<file path="src/rtl/bhc_pkg.sv">
// Shared types and constants for the Hall commutation block.
// Used by bhc_duty_scale, bhc_hall_decode and bldc_hall_commutation.
package bhc_pkg;

  localparam int unsigned COUNT_WIDTH_DEF = 32;

  localparam int unsigned DUTY_W   = 16;
  localparam int unsigned CLAMP_W  = 15;
  localparam int unsigned MAG_W    = 14;
  localparam int unsigned LEVEL_W  = 12;
  localparam int unsigned OFFS_W   = 11;
  localparam int unsigned HALL_W   = 3;
  localparam int unsigned POS_W    = 32;

  localparam logic [LEVEL_W-1:0] CENTER_LEVEL = 12'h800;
  localparam int                 DUTY_LIMIT   = 10000;

  // floor(x*2047/10000) == (x*RECIP_MULT) >> RECIP_SHIFT for 0 <= x <= 10000
  localparam int unsigned        RECIP_SHIFT  = 27;
  localparam int unsigned        RECIP_W      = 25;
  localparam logic [RECIP_W-1:0] RECIP_MULT   = 25'd27474369;

  typedef enum logic [1:0] {
    DRIVE_CENTER = 2'd0,
    DRIVE_HIGH   = 2'd1,
    DRIVE_LOW    = 2'd2
  } drive_e;

  typedef enum logic [HALL_W-1:0] {
    HALL_BAD_LO = 3'd0,
    HALL_1      = 3'd1,
    HALL_2      = 3'd2,
    HALL_3      = 3'd3,
    HALL_4      = 3'd4,
    HALL_5      = 3'd5,
    HALL_6      = 3'd6,
    HALL_BAD_HI = 3'd7
  } hall_e;

  typedef struct packed {
    drive_e drive_a;
    drive_e drive_b;
    drive_e drive_c;
    logic   fault;
    logic   step_up;
    logic   step_dn;
  } hall_dec_t;

endpackage

</file>
<file path="src/rtl/bhc_duty_scale.sv">
// Duty clamp and scaling to high and low PWM compare levels.
// Depends on bhc_pkg.
module bhc_duty_scale (
  input  logic signed [bhc_pkg::DUTY_W-1:0]  duty_i,
  output logic signed [bhc_pkg::CLAMP_W-1:0] duty_clamped_o,
  output logic        [bhc_pkg::LEVEL_W-1:0] level_hi_o,
  output logic        [bhc_pkg::LEVEL_W-1:0] level_lo_o
);
  import bhc_pkg::*;

  localparam logic signed [DUTY_W-1:0] LimPos = DUTY_W'(DUTY_LIMIT);
  localparam logic signed [DUTY_W-1:0] LimNeg = -DUTY_W'(DUTY_LIMIT);
  localparam int unsigned              ProdW  = MAG_W + RECIP_W;

  logic signed [DUTY_W-1:0]  clamped;
  logic                      neg;
  logic        [MAG_W-1:0]   mag;
  logic        [ProdW-1:0]   prod;
  logic        [OFFS_W-1:0]  off_mag;
  logic        [LEVEL_W-1:0] off_ext;

  always_comb begin
    if (duty_i > LimPos) begin
      clamped = LimPos;
    end else if (duty_i < LimNeg) begin
      clamped = LimNeg;
    end else begin
      clamped = duty_i;
    end
  end

  assign neg  = clamped[DUTY_W-1];
  assign mag  = neg ? MAG_W'(-clamped) : MAG_W'(clamped);
  // reciprocal multiply, exact over the clamped range; truncates toward zero
  assign prod = ProdW'(mag) * ProdW'(RECIP_MULT);
  assign off_mag = prod[RECIP_SHIFT +: OFFS_W];
  assign off_ext = {1'b0, off_mag};

  assign duty_clamped_o = CLAMP_W'(clamped);
  assign level_hi_o = neg ? CENTER_LEVEL - off_ext : CENTER_LEVEL + off_ext;
  assign level_lo_o = neg ? CENTER_LEVEL + off_ext : CENTER_LEVEL - off_ext;

endmodule

</file>
<file path="src/rtl/bhc_hall_decode.sv">
// Hall code decode: phase drive pattern, fault and step direction.
// Depends on bhc_pkg.
module bhc_hall_decode (
  input  logic [bhc_pkg::HALL_W-1:0] hall_i,
  input  logic [bhc_pkg::HALL_W-1:0] prev_hall_i,
  output bhc_pkg::hall_dec_t         dec_o
);
  import bhc_pkg::*;

  hall_e up_from;
  hall_e dn_from;

  always_comb begin
    dec_o.drive_a = DRIVE_CENTER;
    dec_o.drive_b = DRIVE_CENTER;
    dec_o.drive_c = DRIVE_CENTER;
    dec_o.fault   = 1'b0;
    up_from       = HALL_BAD_LO;
    dn_from       = HALL_BAD_LO;
    // forward order: 6 2 3 1 5 4
    unique case (hall_e'(hall_i))
      HALL_1: begin
        dec_o.drive_a = DRIVE_HIGH;
        dec_o.drive_c = DRIVE_LOW;
        up_from = HALL_3;
        dn_from = HALL_5;
      end
      HALL_2: begin
        dec_o.drive_b = DRIVE_LOW;
        dec_o.drive_c = DRIVE_HIGH;
        up_from = HALL_6;
        dn_from = HALL_3;
      end
      HALL_3: begin
        dec_o.drive_a = DRIVE_HIGH;
        dec_o.drive_b = DRIVE_LOW;
        up_from = HALL_2;
        dn_from = HALL_1;
      end
      HALL_4: begin
        dec_o.drive_a = DRIVE_LOW;
        dec_o.drive_b = DRIVE_HIGH;
        up_from = HALL_5;
        dn_from = HALL_6;
      end
      HALL_5: begin
        dec_o.drive_b = DRIVE_HIGH;
        dec_o.drive_c = DRIVE_LOW;
        up_from = HALL_1;
        dn_from = HALL_4;
      end
      HALL_6: begin
        dec_o.drive_a = DRIVE_LOW;
        dec_o.drive_c = DRIVE_HIGH;
        up_from = HALL_4;
        dn_from = HALL_2;
      end
      default: begin
        dec_o.fault = 1'b1;
      end
    endcase
    // up_from/dn_from stay at an invalid code on fault, prev can still be 0
    dec_o.step_up = !dec_o.fault && (prev_hall_i == up_from);
    dec_o.step_dn = !dec_o.fault && (prev_hall_i == dn_from);
  end

endmodule

</file>
<file path="src/rtl/bldc_hall_commutation.sv">
// Six-step Hall commutation for a BLDC motor, top level.
// Result path: input register, then result register.
// Throughput: one item per cycle while out_stall_i does not hold a full result register; the path
// is one clamp, one 14x25 constant reciprocal multiply and one 12-bit add between the two registers.
// Reset: all phase levels 2048, count 0, previous Hall code 0, both registers empty.
// Depends on bhc_pkg, bhc_duty_scale, bhc_hall_decode.
module bldc_hall_commutation #(
  parameter int unsigned COUNT_WIDTH = bhc_pkg::COUNT_WIDTH_DEF
) (
  input  logic                               clk_i,
  input  logic                               rst_ni,
  input  logic                               in_valid_i,
  output logic                               in_stall_o,
  input  logic signed [bhc_pkg::DUTY_W-1:0]  duty_command_i,
  input  logic        [bhc_pkg::HALL_W-1:0]  hall_code_i,
  output logic                               out_valid_o,
  input  logic                               out_stall_i,
  output logic        [bhc_pkg::LEVEL_W-1:0] phase_a_level_o,
  output logic        [bhc_pkg::LEVEL_W-1:0] phase_b_level_o,
  output logic        [bhc_pkg::LEVEL_W-1:0] phase_c_level_o,
  output logic signed [bhc_pkg::POS_W-1:0]   position_count_o,
  output logic signed [bhc_pkg::CLAMP_W-1:0] duty_applied_o,
  output logic                               hall_fault_o
);
  import bhc_pkg::*;

  // input register
  logic                      in_vld_q;
  logic signed [DUTY_W-1:0]  duty_q;
  logic        [HALL_W-1:0]  hall_q;

  // result register; levels, count and prev hall double as block state
  logic                       out_vld_q;
  logic        [LEVEL_W-1:0]  lvl_a_q, lvl_b_q, lvl_c_q;
  logic        [LEVEL_W-1:0]  lvl_a_d, lvl_b_d, lvl_c_d;
  logic        [COUNT_WIDTH-1:0] cnt_q, cnt_d;
  logic        [HALL_W-1:0]   prev_hall_q;
  logic signed [CLAMP_W-1:0]  duty_app_q;
  logic                       fault_q;

  logic                       advance;
  logic signed [CLAMP_W-1:0]  duty_clamped;
  logic        [LEVEL_W-1:0]  level_hi, level_lo;
  hall_dec_t                  dec;

  assign advance    = in_vld_q && (!out_vld_q || !out_stall_i);
  assign in_stall_o = in_vld_q && !advance;

  bhc_duty_scale u_scale (
    .duty_i        (duty_q),
    .duty_clamped_o(duty_clamped),
    .level_hi_o    (level_hi),
    .level_lo_o    (level_lo)
  );

  bhc_hall_decode u_decode (
    .hall_i     (hall_q),
    .prev_hall_i(prev_hall_q),
    .dec_o      (dec)
  );

  function automatic logic [LEVEL_W-1:0] pick_level(drive_e drv, logic [LEVEL_W-1:0] hi,
                                                    logic [LEVEL_W-1:0] lo);
    logic [LEVEL_W-1:0] lvl;
    case (drv)
      DRIVE_HIGH: lvl = hi;
      DRIVE_LOW:  lvl = lo;
      default:    lvl = CENTER_LEVEL;
    endcase
    return lvl;
  endfunction

  always_comb begin
    lvl_a_d = lvl_a_q;
    lvl_b_d = lvl_b_q;
    lvl_c_d = lvl_c_q;
    cnt_d   = cnt_q;
    if (!dec.fault) begin
      lvl_a_d = pick_level(dec.drive_a, level_hi, level_lo);
      lvl_b_d = pick_level(dec.drive_b, level_hi, level_lo);
      lvl_c_d = pick_level(dec.drive_c, level_hi, level_lo);
    end
    if (dec.step_up) begin
      cnt_d = cnt_q + COUNT_WIDTH'(1);
    end else if (dec.step_dn) begin
      cnt_d = cnt_q - COUNT_WIDTH'(1);
    end
  end

  always_ff @(posedge clk_i or negedge rst_ni) begin
    if (!rst_ni) begin
      in_vld_q <= 1'b0;
    end else if (!in_stall_o) begin
      in_vld_q <= in_valid_i;
    end
  end

  always_ff @(posedge clk_i) begin
    if (in_valid_i && !in_stall_o) begin
      duty_q <= duty_command_i;
      hall_q <= hall_code_i;
    end
  end

  always_ff @(posedge clk_i or negedge rst_ni) begin
    if (!rst_ni) begin
      out_vld_q   <= 1'b0;
      lvl_a_q     <= CENTER_LEVEL;
      lvl_b_q     <= CENTER_LEVEL;
      lvl_c_q     <= CENTER_LEVEL;
      cnt_q       <= '0;
      prev_hall_q <= HALL_BAD_LO;
    end else begin
      if (advance) begin
        out_vld_q   <= 1'b1;
        lvl_a_q     <= lvl_a_d;
        lvl_b_q     <= lvl_b_d;
        lvl_c_q     <= lvl_c_d;
        cnt_q       <= cnt_d;
        prev_hall_q <= hall_q;
      end else if (!out_stall_i) begin
        out_vld_q <= 1'b0;
      end
    end
  end

  always_ff @(posedge clk_i) begin
    if (advance) begin
      duty_app_q <= duty_clamped;
      fault_q    <= dec.fault;
    end
  end

  assign out_valid_o      = out_vld_q;
  assign phase_a_level_o  = lvl_a_q;
  assign phase_b_level_o  = lvl_b_q;
  assign phase_c_level_o  = lvl_c_q;
  assign position_count_o = POS_W'($signed(cnt_q));
  assign duty_applied_o   = duty_app_q;
  assign hall_fault_o     = fault_q;

  // fault item leaves the phase levels and the count as they were
  a_fault_holds: assert property (@(posedge clk_i) disable iff (!rst_ni)
    advance && dec.fault |=> $stable(lvl_a_q) && $stable(lvl_b_q) && $stable(lvl_c_q)
                             && $stable(cnt_q))
    else $error("fault item changed held levels or count");

  // count moves by at most one step per item
  a_count_step: assert property (@(posedge clk_i) disable iff (!rst_ni)
    advance |=> (cnt_q == $past(cnt_q)) || (cnt_q == $past(cnt_q) + COUNT_WIDTH'(1))
                || (cnt_q == $past(cnt_q) - COUNT_WIDTH'(1)))
    else $error("position count jumped by more than one");

  // a good Hall code always leaves one phase floating at center
  a_one_center: assert property (@(posedge clk_i) disable iff (!rst_ni)
    out_vld_q && !fault_q |-> (lvl_a_q == CENTER_LEVEL) || (lvl_b_q == CENTER_LEVEL)
                              || (lvl_c_q == CENTER_LEVEL))
    else $error("no phase at center level for a valid Hall code");

  // input side only stalls while holding an item
  a_stall_full: assert property (@(posedge clk_i) disable iff (!rst_ni)
    in_stall_o |-> in_vld_q && out_vld_q)
    else $error("input stalled with room in the pipeline");

endmodule

</file>
<file path="config.mk">
export PLATFORM = sky130hd
export DESIGN_NAME = bldc_hall_commutation
export DESIGN_NICKNAME = d
export VERILOG_FILES = /design/src/rtl/bhc_pkg.sv /design/src/rtl/bhc_duty_scale.sv /design/src/rtl/bhc_hall_decode.sv /design/src/rtl/bldc_hall_commutation.sv
export SDC_FILE = /design/constraint.sdc
export NUM_CORES = 1
export LEC_CHECK = 0
export BUFFER_PORTS_ARGS = -buffer_cell sky130_fd_sc_hd__buf_2
export CAP_MARGIN = 20
export CORE_MARGIN = 1
export CORE_UTILIZATION = 44
export DETAILED_ROUTE_END_ITERATION = 16
export GPL_ROUTABILITY_DRIVEN = 0
export GPL_TIMING_DRIVEN = 0
export SYNTH_ARGS = -nofsm -noshare
export SYNTH_HDL_FRONTEND = slang
export SYNTH_SLANG_ARGS = --single-unit
</file>
<file path="constraint.sdc">
create_clock -name clk_i -period 12.36 [get_ports clk_i]
set_clock_uncertainty 0.05 [all_clocks]
set_input_delay 3.09 -clock clk_i [delete_from_list [all_inputs] [get_ports clk_i]]
set_output_delay 3.09 -clock clk_i [all_outputs]
set_load 0.1 [all_outputs]
</file>
; ---- After elaboration in Yosys (flattened, before gate mapping)
; Index checks and enable logic that the tools add are counted.
[totals]
register_bits = 108
mem_count = 0
inputBits = 23
mem_bits_ro = 0
ram_bits = 0
latch_bits = 0
[classes]
n_lt_le_gt_ge = 2
shift = 0
div = 0
mul = 1
n_bitwise = 0
add_sub_neg = 5
mux = 18
n_eq_ne = 15
reduce_logical = 20
[ops]
columns = operator, n
row1 = $pmux 12 s2, 3
row2 = $mux 32, 2
row3 = $mul 14x25->38 const B, 1
row4 = $pmux 3 s6, 2
row5 = $add 32x1->32 const B, 1
row6 = $mux 16, 2
row7 = $sub 32x1->32 const B, 1
row8 = $mux 12, 2
row9 = $gt 16x15->1 const B, 1
row10 = $lt 16x15->1 const B, 1
row11 = $mux 14, 1
row12 = $neg 14->14, 1
row13 = $add 12x11->12 const A, 1
row14 = $pmux 2 s2, 3
row15 = $reduce_or 2->1, 6
row16 = $sub 12x11->12 const A, 1
row17 = $eq 3x3->1 const B, 3
row18 = $eq 2x1->1 const B, 3
row19 = $eq 2x2->1 const B, 3
row20 = $eq 3x2->1 const B, 2
row21 = $eq 3x3->1, 2
row22 = $reduce_or 6->1, 1
row23 = $logic_and 1x1->1, 5
row24 = $logic_not 1->1, 4
row25 = 6 further kinds, 9

; ---- Logic depth before layout (Yosys ltp)
[logic_depth]
depth_word = 9
ltp_mapped = 43
mapped_depth_nobuf = 39

; ---- Modules after synthesis
; Synthesis repeated with hierarchy kept, for this count alone.
[unflattened]
cells_unflattened = 1337
hier_area_um2 = 12403.1
[by_module_without_submodules]
columns = module, instances, cells_per_inst, area_each_um2
row1 = bhc_duty_scale, 1, 721, 6113.4
row2 = bldc_hall_commutation, 1, 578, 6018.3
row3 = bhc_hall_decode, 1, 38, 271.5

; ---- Worst setup path before layout
; No wires, ideal clock.
[synth_path]
kind = register to register
start = register duty_q[0]
end = register lvl_a_q[9] (netlist: phase_a_level_o[9])
t_arrival_ns = 9.401
path_stages_with_launch = 37
slack_ns = 2.838
setup_time_ns = 0.071
path_cell_list = edfxtp_1 -> or4_4 -> or4_1 -> and3_1 -> buf_6 -> nor2_1 -> nand2_1 -> ha_1 -> or3b_1 -> clkbuf_1 -> nor3_1 -> a31oi_1 -> mux2i_1 -> nor4_1 -> nor2_1 -> ha_1 -> inv_1 -> fa_1 -> inv_1 -> fa_1 -> fa_1 -> inv_1 -> fa_1 -> fa_1 -> inv_1 -> ha_1 -> nand4_1 -> or2_2 -> o22a_1 -> o21ai_0 -> a211oi_1 -> a21boi_0 -> o21bai_1 -> nand3_2 -> nor4_1 -> a211o_1 -> a32o_1
[synth_between]
elab_chain_len = 9
[synth_lines]
columns = item, line
row1 = start: declaration, bldc_hall_commutation.sv:29  ; logic signed [DUTY_W-1:0] duty_q;
row2 = start signal: assignment, bldc_hall_commutation.sv:100  ; duty_q <= duty_command_i;
row3 = $lt 16x15->1, bhc_duty_scale.sv:25  ; end else if (duty_i < LimNeg) begin
row4 = $mux 16, bhc_duty_scale.sv:25
row5 = $mux 16 (*), bhc_duty_scale.sv:23  ; if (duty_i > LimPos) begin
row6 = $neg 14->14, bhc_duty_scale.sv:33  ; assign mag = neg ? MAG_W'(-clamped) : MAG_W'(clamped);
row7 = $mux 14, bhc_duty_scale.sv:33
row8 = $mul 14x25->38, bhc_duty_scale.sv:35  ; assign prod = ProdW'(mag) * ProdW'(RECIP_MULT);
row9 = $sub 12x11->12 / $add 12x11->12 (equally long branches), "bhc_duty_scale.sv:40, bhc_duty_scale.sv:41"
row10 = $mux 12 (on tied branches), "bhc_duty_scale.sv:41, bhc_duty_scale.sv:40"
row11 = $pmux 12 s2 (*), bldc_hall_commutation.sv:65  ; case (drv)
row12 = end signal: assignment, bldc_hall_commutation.sv:116  ; lvl_a_q <= lvl_a_d;
row13 = end: declaration, bldc_hall_commutation.sv:34  ; logic [LEVEL_W-1:0] lvl_a_q, lvl_b_q, lvl_c_q;
; Mark *: on every way between the ends. The rest lies on a longest branch, timed or not.
; A chain may end at the register's enable or synchronous reset.

; ---- Worst setup path in the final report
[layout_path]
start = register duty_q[8]
end = register lvl_a_q[8] (netlist: phase_a_level_o[8])
; The elaborated chain is that of the path after synthesis.

==> results_dict.tcl <==
set metrics [dict create \
    layout_commonest_cell "ha_1" \
    final_antenna_net_count 0 \
    fin_crit_ps 11650 \
    wl_um 32480 \
    dp.cells 1807 \
    initial_utilization_pct 45.01 \
    start_kind "flop" \
    clock_path_buffers 2 \
    slowest_delay_ps 660 \
    worstPathMaxFanout 10 \
    ios 109 \
    fp.coreArea_sq_mm 0.02703 \
    cts_resized 0 \
    place_area_sq_mm 0.01322 \
    antenna_found_initial 0 \
    cts.clk_slew.worst_paths_ps 80 \
    die_w_um 168.3 \
    area_growth_syn_to_layout_pct 11.44 \
    cts_num_sinks 108 \
    yosysSeqAreaShare_pct 23.69 \
    viasPerCell 5.575 \
    grt_usage_pct 23.84 \
    syn_nets 1636 \
    cts_max_level 3 \
    slew_headroom_pct 28.66 \
    port-buffer-count 108 \
    fin_crit_sh_pct 94.23 \
    clock_latency_ps 370 \
    worstPathArrival_ps 11860 \
    rsz0062_at_grt "false" \
    cts_root_buf "clkbuf_16" \
    ys_warn_count 0 \
    synth-main-ff-cell "dfrtp_1" \
    grt_max_degree 48 \
    fmax_ghz 0.08586 \
    cts_setup_buffers 0 \
    maxSlewViolCount 0 \
    hold_class "reg -> reg" \
    ys_ff_latch 108 \
    synth_area_sq_mm 0.01217 \
    place_hpwl_um 26590 \
    ys_types 79 \
    final_cell_mix "ha_1, inv_1, nand2_1" \
    post_synth.cell_area_avg_sq_um 8.998 \
    drive_above_1_share_pct 11.87 \
    status "finished clean" \
    diodes 0 \
    cp.required_ps 12580 \
    num_rows 60 \
    setup_viol 0 \
    tns_ps 0 \
    drv_cap 0 \
    hold_violations 0 \
    cts_tree "yes" \
    wl_per_cell_um 17.80 \
    postSynth.asyncResetShare_pct 67.59 \
    grt_pass1_wl_um 53240 \
    path_class "reg -> reg" \
    dr.pass1.iters 5 \
    grt_overflow_total 0 \
    die_area_sq_mm 0.02832 \
    end_kind "flop" \
    cp_slowest_cell "a21oi_1" \
    grt_pass1_vias 10060 \
    final_cells 1824 \
    syn_inst 1352 \
    final_cell_area_sq_mm 0.01356 \
    synth_edf_count 35 \
    drc 0 \
    die-height_um 168.3 \
    final_net_count 1762 \
    cts_buffers 9 \
    ctsHoldBuffers 0 \
    worst_pin_slew_ps 1043 \
    drtIter0Drc 697 \
    routed-via-count 10170 \
]
area by class of cell:
cell class / instances / area (sq um)
inverter: 168 / 630.6
clock buffer: 9 / 225.2
fill: 2635 / 13470
multi-input combinational: 1037 / 8501
timing repair buffer: 115 / 628.1
clock inverter: 7 / 107.6
buffer: 39 / 156.4
sequential: 108 / 2882
tap: 341 / 426.7
flip-flops by register name, summed over array words and instances, names as in the netlist:
register / flops
position_count_o: 32
hall_fault_o: 1
phase_b_level_o: 12
duty_applied_o: 15
phase_c_level_o: 12
duty_q: 16
prev_hall_q: 3
hall_q: 3
out_valid_o: 1
phase_a_level_o: 12
in_vld_q: 1
layer usage:
| layer | global-route usage (%) | wire length [um] | up-vias |
|---|---|---|---|
| li1 | - | - | 4998 |
| met1 | 34.81 | 15710 | 4873 |
| met2 | 37.25 | 14640 | 262 |
| met3 | 3.032 | 1599 | 35 |
| met4 | 5.929 | 528 | 0 |
| met5 | 0 | 0 | - |
synth_stat cells (25+ instances only):
master    instances  share of area [%]
xnor2_1          26                1.9
a21oi_1          67                2.8
clkbuf_1         32               0.99
nor3_1           30                1.2
xor2_1           27                1.9
inv_1           168                5.2
fa_1             83                 14
a21o_1           25                1.5
dfrtp_1          70                 14
o21ai_0          85                3.5
nand2_1         136                4.2
edfxtp_1         35                8.6
ha_1            178                 18
nor2_1          108                3.3
kinds of logic after synthesis:
kind of cell    synth area share [%]
compound gates                 17.92
xor+xnor                       4.083
flops                          23.69
fa+ha+maj                      31.97
buf+inv                        6.469
mux                           0.7096
simple gates                   15.17
worst max-delay path: cells and delay by family, from the launching register on:
family / cells / cell delay, ps
fa+ha+maj: 10 / 3880
flops: 1 / 490
xor+xnor: 1 / 460
mux: 1 / 180
buf+inv: 6 / 900
simple gates: 13 / 3420
compound gates: 8 / 2150
final timing paths:
path / start / slack, ps / end / depth (start not counted)
max: duty_q[8]$_DFFE_PP_ / 710 / phase_a_level_o[8]$_DFFE_PN0P_ / 39
min: phase_b_level_o[6]$_DFFE_PN0P_ / 430 / phase_b_level_o[6]$_DFFE_PN0P_ / 2
max reg2reg: duty_q[8]$_DFFE_PP_ / 710 / phase_a_level_o[8]$_DFFE_PN0P_ / 39
min reg2reg: phase_b_level_o[6]$_DFFE_PN0P_ / 430 / phase_b_level_o[6]$_DFFE_PN0P_ / 2
max in group asynchronous: rst_ni / 9050 / position_count_o[28]$_DFFE_PN0P_ / 2
min in group asynchronous: rst_ni / 2600 / phase_a_level_o[1]$_DFFE_PN0P_ / 1
per-stage QoR:
stage	setup slack [ps]	hold slack, ps	utilization (%)
floorplan	2838	407.4	-
global placement	662.6	412.6	48.59
detailed placement	688.3	415.0	48.90
CTS	608.8	440.0	50.13
global route	54.39	458.5	50.16
finish	713.0	433.7	50.16
Power is not shown: default switching activity piles up to over one toggle a cycle in this logic, so the estimate is an artifact.
